**src/hdl/vsha_pkg.sv**
```systemverilog
// Package: sizes, status codes and home-slot table for the voice slot allocator.
package vsha_pkg;

  localparam int unsigned SLOTS    = 8;
  localparam int unsigned SLOT_W   = (SLOTS > 1) ? $clog2(SLOTS) : 1;
  localparam int unsigned CNT_W    = $clog2(SLOTS + 1);
  localparam int unsigned NOTE_W   = 8;
  localparam int unsigned SLOTF_W  = 3;
  localparam int unsigned STATUS_W = 3;
  localparam int unsigned NOTES    = 1 << NOTE_W;

  typedef enum logic [STATUS_W-1:0] {
    ST_ASSIGNED     = 3'd0,
    ST_SOUNDING     = 3'd1,
    ST_FULL         = 3'd2,
    ST_RELEASED     = 3'd3,
    ST_NOT_SOUNDING = 3'd4,
    ST_SILENT       = 3'd5
  } status_e;

  localparam logic [NOTE_W-1:0] SILENT_RESET = 8'd255;

  typedef logic [SLOT_W-1:0] home_tbl_t [NOTES];

  // Home slot of every note code: note modulo SLOTS, settled at elaboration.
  function automatic home_tbl_t build_home_tbl();
    home_tbl_t tbl;
    for (int i = 0; i < NOTES; i++) begin
      tbl[i] = SLOT_W'(i % SLOTS);
    end
    return tbl;
  endfunction

  localparam home_tbl_t HOME_TBL = build_home_tbl();

endpackage

```
**src/hdl/vsha_if.sv**
```systemverilog
// Interfaces: request, result and configuration channels of the voice slot allocator.
interface vsha_req_if import vsha_pkg::*; ();
  logic              valid;
  logic              ready;
  logic [NOTE_W-1:0] note_code;
  logic              is_release;

  modport source (output valid, output note_code, output is_release, input ready);
  modport sink   (input valid, input note_code, input is_release, output ready);
endinterface

interface vsha_rsp_if import vsha_pkg::*; ();
  logic                valid;
  logic                ready;
  logic [SLOTF_W-1:0]  slot;
  logic [STATUS_W-1:0] status;

  modport source (output valid, output slot, output status, input ready);
  modport sink   (input valid, input slot, input status, output ready);
endinterface

interface vsha_cfg_if import vsha_pkg::*; ();
  logic              valid;
  logic              ready;
  logic [NOTE_W-1:0] silent_code;

  modport source (output valid, output silent_code, input ready);
  modport sink   (input valid, input silent_code, output ready);
endinterface

```
**src/hdl/voice_slot_hash_allocator_top.sv**
```systemverilog
// Top level: voice slot allocator over an open-addressed table with linear probing.
//
//   channel | dir | handshake     | payload
//   --------+-----+---------------+--------------------------------
//   req_i   | in  | valid / ready | note_code[7:0], is_release
//   rsp_o   | out | valid / ready | slot[2:0], status[2:0]
//   cfg_i   | in  | valid / ready | silent_code[7:0] (always ready)
//
// A full scan of an item has an accept step, one probe read per slot from the
// home slot on, and a compare step behind the last read.
// A hit ends the scan early; a silent code finishes without any probe read.
// Reset clears the busy bits and sets the silent code to 255; the note memory is
// not cleared, since an entry is only looked at while its busy bit is set.
// A scan that finishes while the output register is still full holds in place.
module voice_slot_hash_allocator_top import vsha_pkg::*; (
  input  logic       clk_i,
  input  logic       rst_ni,
  vsha_req_if.sink   req_i,
  vsha_rsp_if.source rsp_o,
  vsha_cfg_if.sink   cfg_i
);

  typedef enum logic {
    S_IDLE,
    S_PROBE
  } state_e;

  state_e              state_q;
  logic [NOTE_W-1:0]   silent_q;
  logic [NOTE_W-1:0]   note_q;
  logic                rel_q;
  logic                is_silent_q;
  logic [SLOT_W-1:0]   idx_q;       // next slot to read
  logic [CNT_W-1:0]    cnt_q;       // reads issued so far
  logic                chk_vld_q;   // a read result waits for its compare
  logic [SLOT_W-1:0]   chk_idx_q;
  logic                chk_busy_q;
  logic [NOTE_W-1:0]   rd_note_q;
  logic                free_found_q;
  logic [SLOT_W-1:0]   free_idx_q;
  logic [SLOTS-1:0]    busy_q;
  logic                out_vld_q;
  logic [SLOTF_W-1:0]  out_slot_q;
  status_e             out_status_q;

  logic [NOTE_W-1:0]   note_mem [SLOTS];

  logic                issue;
  logic                hit;
  logic                cur_free;
  logic                free_ok;
  logic [SLOT_W-1:0]   free_sel;
  logic                fin_want;
  logic                out_free;
  logic                fin_go;
  logic                step;
  logic                mem_we;
  logic                rel_clr;
  status_e             res_status;
  logic [SLOT_W-1:0]   res_idx;
  logic [SLOT_W-1:0]   idx_nxt;

  assign req_i.ready  = (state_q == S_IDLE);
  assign cfg_i.ready  = 1'b1;
  assign rsp_o.valid  = out_vld_q;
  assign rsp_o.slot   = out_slot_q;
  assign rsp_o.status = out_status_q;

  always_comb begin
    issue    = (cnt_q != CNT_W'(SLOTS));
    hit      = chk_vld_q && chk_busy_q && (rd_note_q == note_q);
    cur_free = chk_vld_q && !chk_busy_q;
    free_ok  = free_found_q || cur_free;
    free_sel = free_found_q ? free_idx_q : chk_idx_q;
    // finish on silent code, on a match, or once the compare of the last read is done
    fin_want = (state_q == S_PROBE) && (is_silent_q || hit || (chk_vld_q && !issue));
    out_free = !out_vld_q || rsp_o.ready;
    fin_go   = fin_want && out_free;
    step     = (state_q == S_PROBE) && !fin_want;
    idx_nxt  = (idx_q == SLOT_W'(SLOTS - 1)) ? '0 : idx_q + 1'b1;

    res_idx = '0;
    priority if (is_silent_q) begin
      res_status = ST_SILENT;
    end else if (hit) begin
      res_status = rel_q ? ST_RELEASED : ST_SOUNDING;
      res_idx    = chk_idx_q;
    end else if (rel_q) begin
      res_status = ST_NOT_SOUNDING;
    end else if (free_ok) begin
      res_status = ST_ASSIGNED;
      res_idx    = free_sel;
    end else begin
      res_status = ST_FULL;
    end

    mem_we  = fin_go && !is_silent_q && !hit && !rel_q && free_ok;
    rel_clr = fin_go && !is_silent_q && hit && rel_q;
  end

  // Note memory: one write port at the claimed slot, one registered read port.
  always_ff @(posedge clk_i) begin
    if (mem_we) begin
      note_mem[free_sel] <= note_q;
    end
    if (step && issue) begin
      rd_note_q <= note_mem[idx_q];
    end
  end

  always_ff @(posedge clk_i or negedge rst_ni) begin
    if (!rst_ni) begin
      state_q      <= S_IDLE;
      silent_q     <= SILENT_RESET;
      busy_q       <= '0;
      out_vld_q    <= 1'b0;
      out_slot_q   <= '0;
      out_status_q <= ST_ASSIGNED;
      note_q       <= '0;
      rel_q        <= 1'b0;
      is_silent_q  <= 1'b0;
      idx_q        <= '0;
      cnt_q        <= '0;
      chk_vld_q    <= 1'b0;
      chk_idx_q    <= '0;
      chk_busy_q   <= 1'b0;
      free_found_q <= 1'b0;
      free_idx_q   <= '0;
    end else begin
      if (cfg_i.valid) begin
        silent_q <= cfg_i.silent_code;
      end

      // drop the result once the sink takes it, unless a new one loads now
      if (out_vld_q && rsp_o.ready && !fin_go) begin
        out_vld_q <= 1'b0;
      end

      unique case (state_q)
        S_IDLE: begin
          if (req_i.valid) begin
            note_q       <= req_i.note_code;
            rel_q        <= req_i.is_release;
            is_silent_q  <= (req_i.note_code == silent_q);
            idx_q        <= HOME_TBL[req_i.note_code];
            cnt_q        <= '0;
            chk_vld_q    <= 1'b0;
            free_found_q <= 1'b0;
            state_q      <= S_PROBE;
          end
        end
        S_PROBE: begin
          if (fin_go) begin
            out_vld_q    <= 1'b1;
            out_slot_q   <= SLOTF_W'(res_idx);
            out_status_q <= res_status;
            chk_vld_q    <= 1'b0;
            if (mem_we) begin
              busy_q[free_sel] <= 1'b1;
            end
            if (rel_clr) begin
              busy_q[chk_idx_q] <= 1'b0;
            end
            state_q <= S_IDLE;
          end else if (step) begin
            // compare the slot read last cycle, remember the first free one
            if (cur_free && !free_found_q) begin
              free_found_q <= 1'b1;
              free_idx_q   <= chk_idx_q;
            end
            // advance the probe
            chk_vld_q <= issue;
            if (issue) begin
              chk_idx_q  <= idx_q;
              chk_busy_q <= busy_q[idx_q];
              idx_q      <= idx_nxt;
              cnt_q      <= cnt_q + 1'b1;
            end
          end
        end
        default: begin
          state_q <= S_IDLE;
        end
      endcase
    end
  end

endmodule

```
**src/flat_wrapper.sv**
```systemverilog
// flat-port wrapper written by rule: the top's interface ports become plain ports
module voice_slot_hash_allocator_top_flat import vsha_pkg::*;
  (clk_i, rst_ni, req_i_valid, req_i_note_code, req_i_is_release, req_i_ready, rsp_o_valid, rsp_o_slot, rsp_o_status, rsp_o_ready, cfg_i_valid, cfg_i_silent_code, cfg_i_ready);
  vsha_req_if req_i_i ();
  vsha_rsp_if rsp_o_i ();
  vsha_cfg_if cfg_i_i ();
  input  logic clk_i;
  input  logic rst_ni;
  input wire logic [$bits(req_i_i.valid)-1:0] req_i_valid;
  input wire logic [$bits(req_i_i.note_code)-1:0] req_i_note_code;
  input wire logic [$bits(req_i_i.is_release)-1:0] req_i_is_release;
  output wire logic [$bits(req_i_i.ready)-1:0] req_i_ready;
  output wire logic [$bits(rsp_o_i.valid)-1:0] rsp_o_valid;
  output wire logic [$bits(rsp_o_i.slot)-1:0] rsp_o_slot;
  output wire logic [$bits(rsp_o_i.status)-1:0] rsp_o_status;
  input wire logic [$bits(rsp_o_i.ready)-1:0] rsp_o_ready;
  input wire logic [$bits(cfg_i_i.valid)-1:0] cfg_i_valid;
  input wire logic [$bits(cfg_i_i.silent_code)-1:0] cfg_i_silent_code;
  output wire logic [$bits(cfg_i_i.ready)-1:0] cfg_i_ready;
  assign req_i_i.valid = req_i_valid;
  assign req_i_i.note_code = req_i_note_code;
  assign req_i_i.is_release = req_i_is_release;
  assign req_i_ready = req_i_i.ready;
  assign rsp_o_valid = rsp_o_i.valid;
  assign rsp_o_slot = rsp_o_i.slot;
  assign rsp_o_status = rsp_o_i.status;
  assign rsp_o_i.ready = rsp_o_ready;
  assign cfg_i_i.valid = cfg_i_valid;
  assign cfg_i_i.silent_code = cfg_i_silent_code;
  assign cfg_i_ready = cfg_i_i.ready;
  voice_slot_hash_allocator_top u_core (.clk_i(clk_i), .rst_ni(rst_ni), .req_i(req_i_i), .rsp_o(rsp_o_i), .cfg_i(cfg_i_i));
endmodule
```
**config.mk**
```make
export PLATFORM = sky130hd
export DESIGN_NAME = voice_slot_hash_allocator_top_flat
export DESIGN_NICKNAME = d
export VERILOG_FILES = /design/src/hdl/vsha_pkg.sv /design/src/hdl/vsha_if.sv /design/src/hdl/voice_slot_hash_allocator_top.sv /design/src/flat_wrapper.sv
export SDC_FILE = /design/constraint.sdc
export NUM_CORES = 1
export LEC_CHECK = 0
export ABC_AREA = 1
export BUFFER_PORTS_ARGS = -buffer_cell sky130_fd_sc_hd__buf_4
export CAP_MARGIN = 25
export CORE_ASPECT_RATIO = 1.5
export CORE_MARGIN = 2
export CORE_UTILIZATION = 60
export DETAILED_ROUTE_END_ITERATION = 12
export PLACE_DENSITY = 0.86
export SLEW_MARGIN = 20
export SYNTH_ARGS = -nofsm -noshare
export SYNTH_HDL_FRONTEND = slang
export SYNTH_SLANG_ARGS = --single-unit
```
**constraint.sdc**
```tcl
create_clock -name clk_i -period 2.9 [get_ports clk_i]
set_input_delay 0.145 -clock clk_i [delete_from_list [all_inputs] [get_ports clk_i]]
set_output_delay 0.145 -clock clk_i [all_outputs]
set_load 0.02 [all_outputs]
```
Yosys cells after proc, flatten, opt, wreduce, memory -nomap -nowiden

Memories as Yosys holds them, arrays and structs flattened. A register that Yosys moved wholly into a read port is not among the register bits.
Cells that the tools add are included.

Add/subtract/negate cells: 2
Magnitude comparators: 6
Eq/ne operators: 10
Mux-type cells: 49
Bitwise operators: 6
Reduce and logical (&&, ||, !) cells: 39

Operator list:

| operator                                                          | number |
|---|---|
| 2-to-1 mux 3 bit                                                  | 15 |
| 2-to-1 mux 8 bit                                                  | 4 |
| logical AND 1 bit                                                 | 19 |
| == test 8 bit                                                     | 2 |
| 2-to-1 mux 1 bit                                                  | 16 |
| 2-to-1 mux 4 bit                                                  | 4 |
| AND reduction 4 bit                                               | 4 |
| < comparator 3 x 4 -> 1 bit, second input constant                | 3 |
| != test 2 bit, second input constant                              | 5 |
| greater-or-equal comparator 9 bit, second input constant          | 1 |
| zero test 1 bit                                                   | 9 |
| inverter 8 -> 9 bit                                               | 1 |
| bitwise AND 8 bit                                                 | 1 |
| inverter 8 bit                                                    | 1 |
| OR 8 bit                                                          | 1 |
| case mux 4 bit (2 select lines)                                   | 1 |
| demux 1 bit (select 3 bit)                                        | 2 |
| greater-or-equal comparator 3 x 1 -> 1 bit, second input constant | 2 |
| case mux 1 bit (2 select lines)                                   | 3 |
| case mux 3 bit (2 select lines)                                   | 1 |
| AND reduction 2 bit                                               | 3 |
| adder 4 x 1 -> 4 bit, second input constant                       | 1 |
| logical OR 1 bit                                                  | 4 |
| 2-to-1 mux 2 bit                                                  | 2 |
| 6 further kinds                                                   | 7 |

Bits in registers: 50
RAM bits: 64
Bits in read-only memories: 768
Memories: 2

Memory list:

| name             | depth | width | read ports | clocked after memory_dff | wr ports | RTL line                             | source |
|---|---|---|---|---|---|---|---|
| (name not given) | 256   | 3     | 1          | 0                        | 0        | voice_slot_hash_allocator_top.sv:145 | `idx_q <= HOME_TBL[req_i.note_code];` |
| u_core.note_mem  | 8     | 8     | 1          | 1                        | 1        | voice_slot_hash_allocator_top.sv:46  | `logic [NOTE_W-1:0] note_mem [SLOTS];` |

Longest topological paths before layout

Gate-level depths: netlist of run 1.

Word-level depth: 15
Mapped depth: 13
Gate-level depth less buffers: 12

Worst setup path before layout of run 1

Ideal clock, no wire load.

Path type: reg-to-reg
Start: register u_core.note_q[7]
End: memory u_core.note_mem[1][0], enable pin
Arrival: 1.786 ns
Path slack: 0.743 ns
Cell stages (with the launch flop): 10
Buffers on the path: 0
Cell sequence: dfrtp_1 -> inv_1 -> nand2_1 -> nand2_1 -> nand3b_1 -> o21bai_4 -> nand4_2 -> nor2_2 -> nand3_1 -> nor2_1

Cells in the longest elaborated chain, start to end: 12
Elaborated cells on any way between the ends: 13
Classes of those cells: eq/ne: 1; mux: 2; reduce/logical: 10

RTL lines:

| item                                       | RTL line                             | source |
|---|---|---|
| start, declared                            | voice_slot_hash_allocator_top.sv:30  | `logic [NOTE_W-1:0] note_q;` |
| start signal, assigned                     | voice_slot_hash_allocator_top.sv:142 | `note_q <= req_i.note_code;` |
| == test 8 bit (*)                          | voice_slot_hash_allocator_top.sv:71  | `hit = chk_vld_q && chk_busy_q && (rd_note_q == note_q);` |
| logical AND 1 bit (*)                      | voice_slot_hash_allocator_top.sv:71  |  |
| logical OR 1 bit (2 in a row)              | voice_slot_hash_allocator_top.sv:76  | `fin_want = (state_q == S_PROBE) && (is_silent_q \|\| hit \|\| (chk_vld_q && !issue));` |
| logical AND 1 bit                          | voice_slot_hash_allocator_top.sv:76  |  |
| logical AND 1 bit                          | voice_slot_hash_allocator_top.sv:78  | `fin_go = fin_want && out_free;` |
| logical AND 1 bit                          | voice_slot_hash_allocator_top.sv:97  | `mem_we = fin_go && !is_silent_q && !hit && !rel_q && free_ok;` |
| logical AND 1 bit (*) (3 in a row)         | voice_slot_hash_allocator_top.sv:97  |  |
| 2-to-1 mux 1 bit (*)                       | voice_slot_hash_allocator_top.sv:103 | `if (mem_we) begin` |
| 2-to-1 mux 1 bit (not written as such) (*) | voice_slot_hash_allocator_top.sv:104 | `note_mem[free_sel] <= note_q;` |
| end, declared                              | voice_slot_hash_allocator_top.sv:46  |  |

Mark *: on every way between the ends. The rest lies on a longest branch, timed or not.

Worst setup path after layout of run 1

Start: register u_core.note_q[5]
End: memory u_core.note_mem[7][6], enable pin

Same word-level chain as after synthesis.

==> qor.txt, run 1 <==
Final Hold Viols - 0
fill cell count - 524
Mapped Nets - 561
H-tree Lvls - 4
PortBufs - 29
final setup violation count - 0
area growth from synthesis to layout - 17.8%
routability cong. - 0.980
DRT Wirelength - 12800 um
Synth Register Bits - 122
post-synthesis cell type count - 39
clk_lat worst skew - 0.41 ns
global-route wire length before repair - 20800 um
die area - 9780 um^2
Max Cap Viol - 0
area leader, netlist - edfxtp_1
leakage power - 0.00270 uW
P_sw - 2600 uW
drt pass-1 iters - 5
multi-input logic area - 1640 um^2
Peak VDD IR - 856 uV
CTS Buf Count - 17
Final nets - 610
Fin Hold WS - 0.00704 ns
skew final - 0.0115 ns
share of layout cells above drive strength 1 - 14.4%
Starting Density - 61.5%
post-synth top area share - 40.1%
crit path kind - flip-flop to flip-flop
crit-path max FO - 12
internal power - 4180 uW
final core occ - 72.4%
mapped cell area - 5390 um^2
Vias - 4126
startpoint types - flip-flop
Sequential cell area - 3420 um^2
Slew @ Worst Pin - 0.806 ns
status - completed
Root Driver - clkbuf_16
RSZ-0062 raised after global routing - false
Critical Path RT - 3.00 ns
Remaining DRCs - 0
I/O Pins - 31
CP endpoint kind - flip-flop
period utilisation layout - 87.6%
warnings from Yosys - 0
Slew Limit Headroom - 46.2%
antenna cell count - 0
Worst Hold Class - input pin to flip-flop
CTS tree - built
clock share of power - 25.9%
Total GRT Usage - 29.5%
Syn Inst Count - 535
die height - 120 um
Top FF cell, synth - edfxtp_1
Worst Path Arrival - 2.64 ns
max frequency - 393 MHz
Clock transition at path regs - 0.05 ns
top cells by area, synth - edfxtp_1 40%, dfrtp_1 19%, nor2_1 6.1%
Synth Area per Inst - 10.1 um^2
dpl ws - 0.283 ns
fraction of registers with async set/reset - 41.0%
Combinational Power Share - 33.5%
sequential area share after synthesis - 63.5%
most common cell in the synthesized netlist - nor2_1
largest net degree at the start of global routing - 51
setup bufs post-CTS - 0
synth cell count leaders - 88 x nor2_1, 72 x edfxtp_1, 71 x nand2_1
DR WL/cell - 18.1 um
Tmin final - 2.54 ns
initial antenna violation count - 0
Pwr per Cell Area - 1070 nW/um^2
overall power - 6780 uW
final max-slew violation count - 0
Overflow after GRT - 0
Die Wd - 81.4 um
Max clock buf depth - 2
vias in the first global route - 4149
setup ws final - 0.358 ns
Switching Share - 38.3%
sequential power share - 40.7%
setup TNS - 0 ns
core area - 8780 um^2
# rows - 42
initial drt markers - 464
Final ANT Viol Nets - 0
# clock sinks - 122
detailed placement HPWL - 8100 um
routed vias/inst - 5.84
number of synthesized flops with an enable pin - 72
-- final timing paths --
kind	from	endpoint	slack, ns	depth (start not counted)
max reg2reg	u_core.note_q[5]	u_core.note_mem[7][6]	0.36	11
min	cfg_i_valid	u_core.silent_q[3]	0.007	2
max	u_core.note_q[5]	u_core.note_mem[7][6]	0.36	11
min reg2reg	u_core.chk_idx_q[1]	u_core.chk_idx_q[1]	0.48	2
min in group asynchronous	rst_ni	u_core.busy_q[5]	0.30	2
max in group asynchronous	rst_ni	u_core.note_q[7]	2.17	2
-- worst max-delay path, stage by stage, from the launching register on --
cell and delay, ns:
dfrtp_1 0.53, inv_1 0.10, nand2_1 0.10, nand2_1 0.07, nor2_1 0.14, nand3_2 0.13, o21bai_4 0.19, nand4_2 0.12
nor2_4 0.25, nand3_1 0.22, nor2_1 0.16, buf_4 0.23
-- state kept, by name, summed over array words and instances (netlist names) --
signal and count:
u_core.rel_q 1, u_core.free_idx_q 3, u_core.rsp_o.status 3, u_core.rsp_o.valid 1
u_core.silent_q 8, u_core.chk_busy_q 1, u_core.state_q 1, u_core.note_q 8
u_core.note_mem 64, u_core.free_found_q 1, u_core.is_silent_q 1, u_core.chk_vld_q 1
u_core.busy_q 8, u_core.idx_q 3, u_core.cnt_q 4, u_core.rsp_o.slot 3
u_core.rd_note_q 8, u_core.chk_idx_q 3
-- cell usage in the layout, fill, tap and decap left out, types with 2 or more instances in the layout --
cell	netlist	routed
nand2_1	71	71
dfstp_2	8	8
clkinv_1	2	8
a21oi_1	19	19
o22ai_1	8	8
ha_1	4	4
edfxtp_1	72	72
a31oi_1	8	8
nand3_1	23	23
clkbuf_16	0	17
mux2_2	4	4
o21ai_1	5	5
buf_4	4	36
o31ai_1	2	2
inv_2	5	5
clkinv_2	0	6
xnor2_1	3	3
nor2_1	88	88
nand3_2	3	3
nand3b_1	2	2
o21ai_0	66	66
a22oi_1	2	2
dlygate4sd3_1	0	14
nor3_1	3	3
o211ai_1	3	3
inv_1	54	54
nand4_1	6	6
clkbuf_1	15	2
dfrtp_1	42	42
-- final cells by class --
cell class / count / area share, %
Sequential cell: 122 / 53.9
Multi-Input combinational cell: 331 / 25.9
Clock buffer: 19 / 6.81
Timing Repair Buffer: 51 / 6.70
Inverter: 61 / 3.60
Tap cell: 110 / 2.17
Clock inverter: 13 / 0.965
-- cells by family after synthesis --
kind of cell / share of synthesized area (%)
buf+inv: 6.15
flops: 63.5
xor+xnor: 0.951
mux: 0.835
compound gates: 11.9
fa+ha+maj: 0.928
other cells: 0.0695
simple gates: 15.8
-- what timing repair did --
item,CTS,global route
hold buffers,14,0
endpoints found under the setup margin,0,40
gates resized for setup,0,1
hold endpoints to repair,53,0
-- routing by layer --
metal	up-vias	track usage [%]	part of all wire, %
met2	188	47.6	53
met1	1975	35.2	36
li1	1915	-	-
met3	48	7.82	6.4
met4	0	16.3	4.3
met5	-	0	0
-- stage by stage --
stage / cell area (um^2) / std cells
after detailed placement: 5710 / 661
after floorplan: 5390 / 535
final: 6350 / 707
after global placement: 5700 / 660
after global routing: 6350 / 707
after CTS: 6350 / 707
-- power by group through the flow --
stage | Sequential (uW) | Clock (uW) | Combinational [uW]
CTS | 2740 | 1760 | 2240
detailed placement | 2770 | 0 | 2170
finish | 2760 | 1760 | 2270
global placement | 2740 | 0 | 2070
global route | 2800 | 1850 | 2530
floorplan | 2670 | 0 | 1580
(Power assumes the default switching activity.)
==> run 2, diff against run 1 <==
--- a/config.mk
+++ b/config.mk
@@ -6,13 +6,13 @@
 export NUM_CORES = 1
 export LEC_CHECK = 0
 export ABC_AREA = 1
-export BUFFER_PORTS_ARGS = -buffer_cell sky130_fd_sc_hd__buf_4
+export BUFFER_PORTS_ARGS = -buffer_cell sky130_fd_sc_hd__clkbuf_2
 export CAP_MARGIN = 25
 export CORE_ASPECT_RATIO = 1.5
 export CORE_MARGIN = 2
-export CORE_UTILIZATION = 60
+export CORE_UTILIZATION = 40
 export DETAILED_ROUTE_END_ITERATION = 12
-export PLACE_DENSITY = 0.86
+export PLACE_DENSITY = 0.63
 export SLEW_MARGIN = 20
 export SYNTH_ARGS = -nofsm -noshare
 export SYNTH_HDL_FRONTEND = slang
==> qor.txt, run 2 (synthesis results as in run 1) <==
WL met1 - 5020 um (+7.6%)
Max Cap Viol - 0 (unchanged)
largest stage delay on the critical path - 0.50 ns (-0.03 ns)
Critical Path RT - 3.00 ns (about the same)
H-tree Lvls - 4 (unchanged)
PortBufs - 29 (unchanged)
crit-path max FO - 12 (unchanged)
Final ANT Viol Nets - 0 (unchanged)
Max clock buf depth - 2 (unchanged)
crit path kind - flip-flop to flip-flop
core area - 13300 um^2 (+52%)
cells along the critical path - inv_1, nand2_1, nand2_1, nand3b_1, o21bai_4, nand4_2, nor2_4, nand3_1, nor2_1, buf_4
Sequential cell area - 3420 um^2 (unchanged)
period utilisation layout - 88.3% (+0.64 points)
DR WL/cell - 16.8 um (-7.4%)
Fin Hold WS - 0.0100 ns (+0.00298 ns)
Starting Density - 40.4% (-21 points)
Total GRT Usage - 18.6% (-11 points)
clk_lat worst skew - 0.41 ns (about the same)
global-route wire length before repair - 20700 um (-0.43%)
Overflow after GRT - 0 (unchanged)
WL met3 - 586 um (-29%)
multi-input logic area - 1640 um^2 (unchanged)
Slew Limit Headroom - 49.0% (+2.8 points)
dpl ws - 0.230 ns (-0.0529 ns)
final setup violation count - 0 (unchanged)
most used cell, CP - nand2_1
DRT Wirelength - 12700 um (-0.51%)
# rows - 52 (+24%)
drt pass-1 iters - 7 (+2)
Peak VDD IR - 738 uV (-14%)
CTS tree - built
Vias - 3970 (-3.8%)
Root Driver - clkbuf_16
Final nets - 611 (+0.16%)
die area - 14400 um^2 (+48%)
top layer reached by signal wires - met4
leakage power - 0.00273 uW (+1.0%)
Worst Path Arrival - 2.66 ns (+0.02 ns)
routed vias/inst - 5.22 (-10%)
routability cong. - 0.913 (-6.8%)
# clock sinks - 122 (unchanged)
initial antenna violation count - 0 (unchanged)
Worst Hold Class - input pin to flip-flop
max frequency - 391 MHz (-0.73%)
CP endpoint kind - flip-flop
initial drt markers - 320 (-31%)
Slew @ Worst Pin - 0.765 ns (-0.0410 ns)
detailed placement HPWL - 8590 um (+6.1%)
Remaining DRCs - 0 (unchanged)
Tmin final - 2.56 ns (+0.0186 ns)
skew final - 0.00746 ns (-0.00406 ns)
setup ws final - 0.340 ns (-0.0186 ns)
final core occ - 48.3% (-24 points)
share of layout cells above drive strength 1 - 15.4% (+0.98 points)
commonest non-fill, non-tap cell in the layout - nor2_1
setup TNS - 0 ns (unchanged)
most frequent cells in the layout - 88 x nor2_1, 72 x edfxtp_1, 71 x nand2_1
Pwr per Cell Area - 1100 nW/um^2 (+3.0%)
vias in the first global route - 4164 (+0.36%)
Clock transition at path regs - 0.05 ns (about the same)
Biggest register - u_core.note_mem
slowest CP cell - dfrtp_1
status - completed
antenna cell count - 0 (unchanged)
RSZ-0062 raised after global routing - false
largest net degree at the start of global routing - 39 (-24%)
final max-slew violation count - 0 (unchanged)
max reg flops - 64 (unchanged)
CTS Buf Count - 17 (unchanged)
fill cell count - 1174 (+120%)
I/O Pins - 31 (unchanged)
metal2 WL - 6800 um (+0.61%)
area growth from synthesis to layout - 19.6%
Die Wd - 98.8 um (+21%)
startpoint types - flip-flop
die height - 146 um (+22%)
Final Hold Viols - 0 (unchanged)
==> run 2: where the power goes <==
group          total [uW]  internal, uW  switching (uW)
sequential           2740          2380             364
combinational        2220           712            1510
clock                2130          1410             716
total                7090          4500            2590
==> run 2: repair_timing <==
| item | 4_1_cts | 5_1_grt |
|---|---|---|
| hold endpoints to repair | 36 | 0 |
| hold buffers | 11 | 0 |
| endpoints found under the setup margin | 0 | 48 |
| resized for setup | 0 | 1 |
| buffers inserted | 0 | 0 |
==> run 2: worst max-delay path, delay by kind of cell, from the launching register on <==
kind / cells / cell delay, ns
flip-flops: 1 / 0.50
buffers and inverters: 2 / 0.32
AO/OA/AOI/OAI: 1 / 0.24
AND/OR/NAND/NOR: 7 / 1.19
==> run 2: metrics by stage <==
| step | cells | area [um^2] | power, uW |
|---|---|---|---|
| floorplan | 535 | 5390 | 4250 |
| CTS | 760 | 6440 | 7100 |
| finish | 760 | 6450 | 7090 |
| detailed placement | 717 | 5730 | 4950 |
| global route | 760 | 6450 | 7530 |
| global placement | 717 | 5730 | 4900 |
==> run 2: layout make-up <==
class                   instances  share of cell area [%]
repair buffers                 52                    5.36
flip-flops and latches        122                    53.1
clock inverters                 5                    1.22
clock buffers                  27                    8.15
well taps                     162                    3.14
inverters                      61                    3.55
multi-input cells             331                    25.5
==> run 2: path summary, 6_finish.rpt <==
kind	depth (start not counted)	startpoint	slack [ns]	end
max	10	u_core.note_q[7]	0.34	u_core.note_mem[1][5]
min	3	req_i_note_code[7]	0.01	u_core.note_q[7]
max reg2reg	10	u_core.note_q[7]	0.34	u_core.note_mem[1][5]
min reg2reg	2	u_core.rsp_o.status[1]	0.49	u_core.rsp_o.status[1]
max in group asynchronous	3	rst_ni	1.80	u_core.silent_q[1]
min in group asynchronous	2	rst_ni	0.35	u_core.busy_q[4]
==> run 2: routing by layer <==
metal	GRT usage (%)	vias to the layer above
met5	0	-
met4	9.11	0
met3	4.36	25
met2	32.9	130
met1	20.8	1904
li1	-	1911
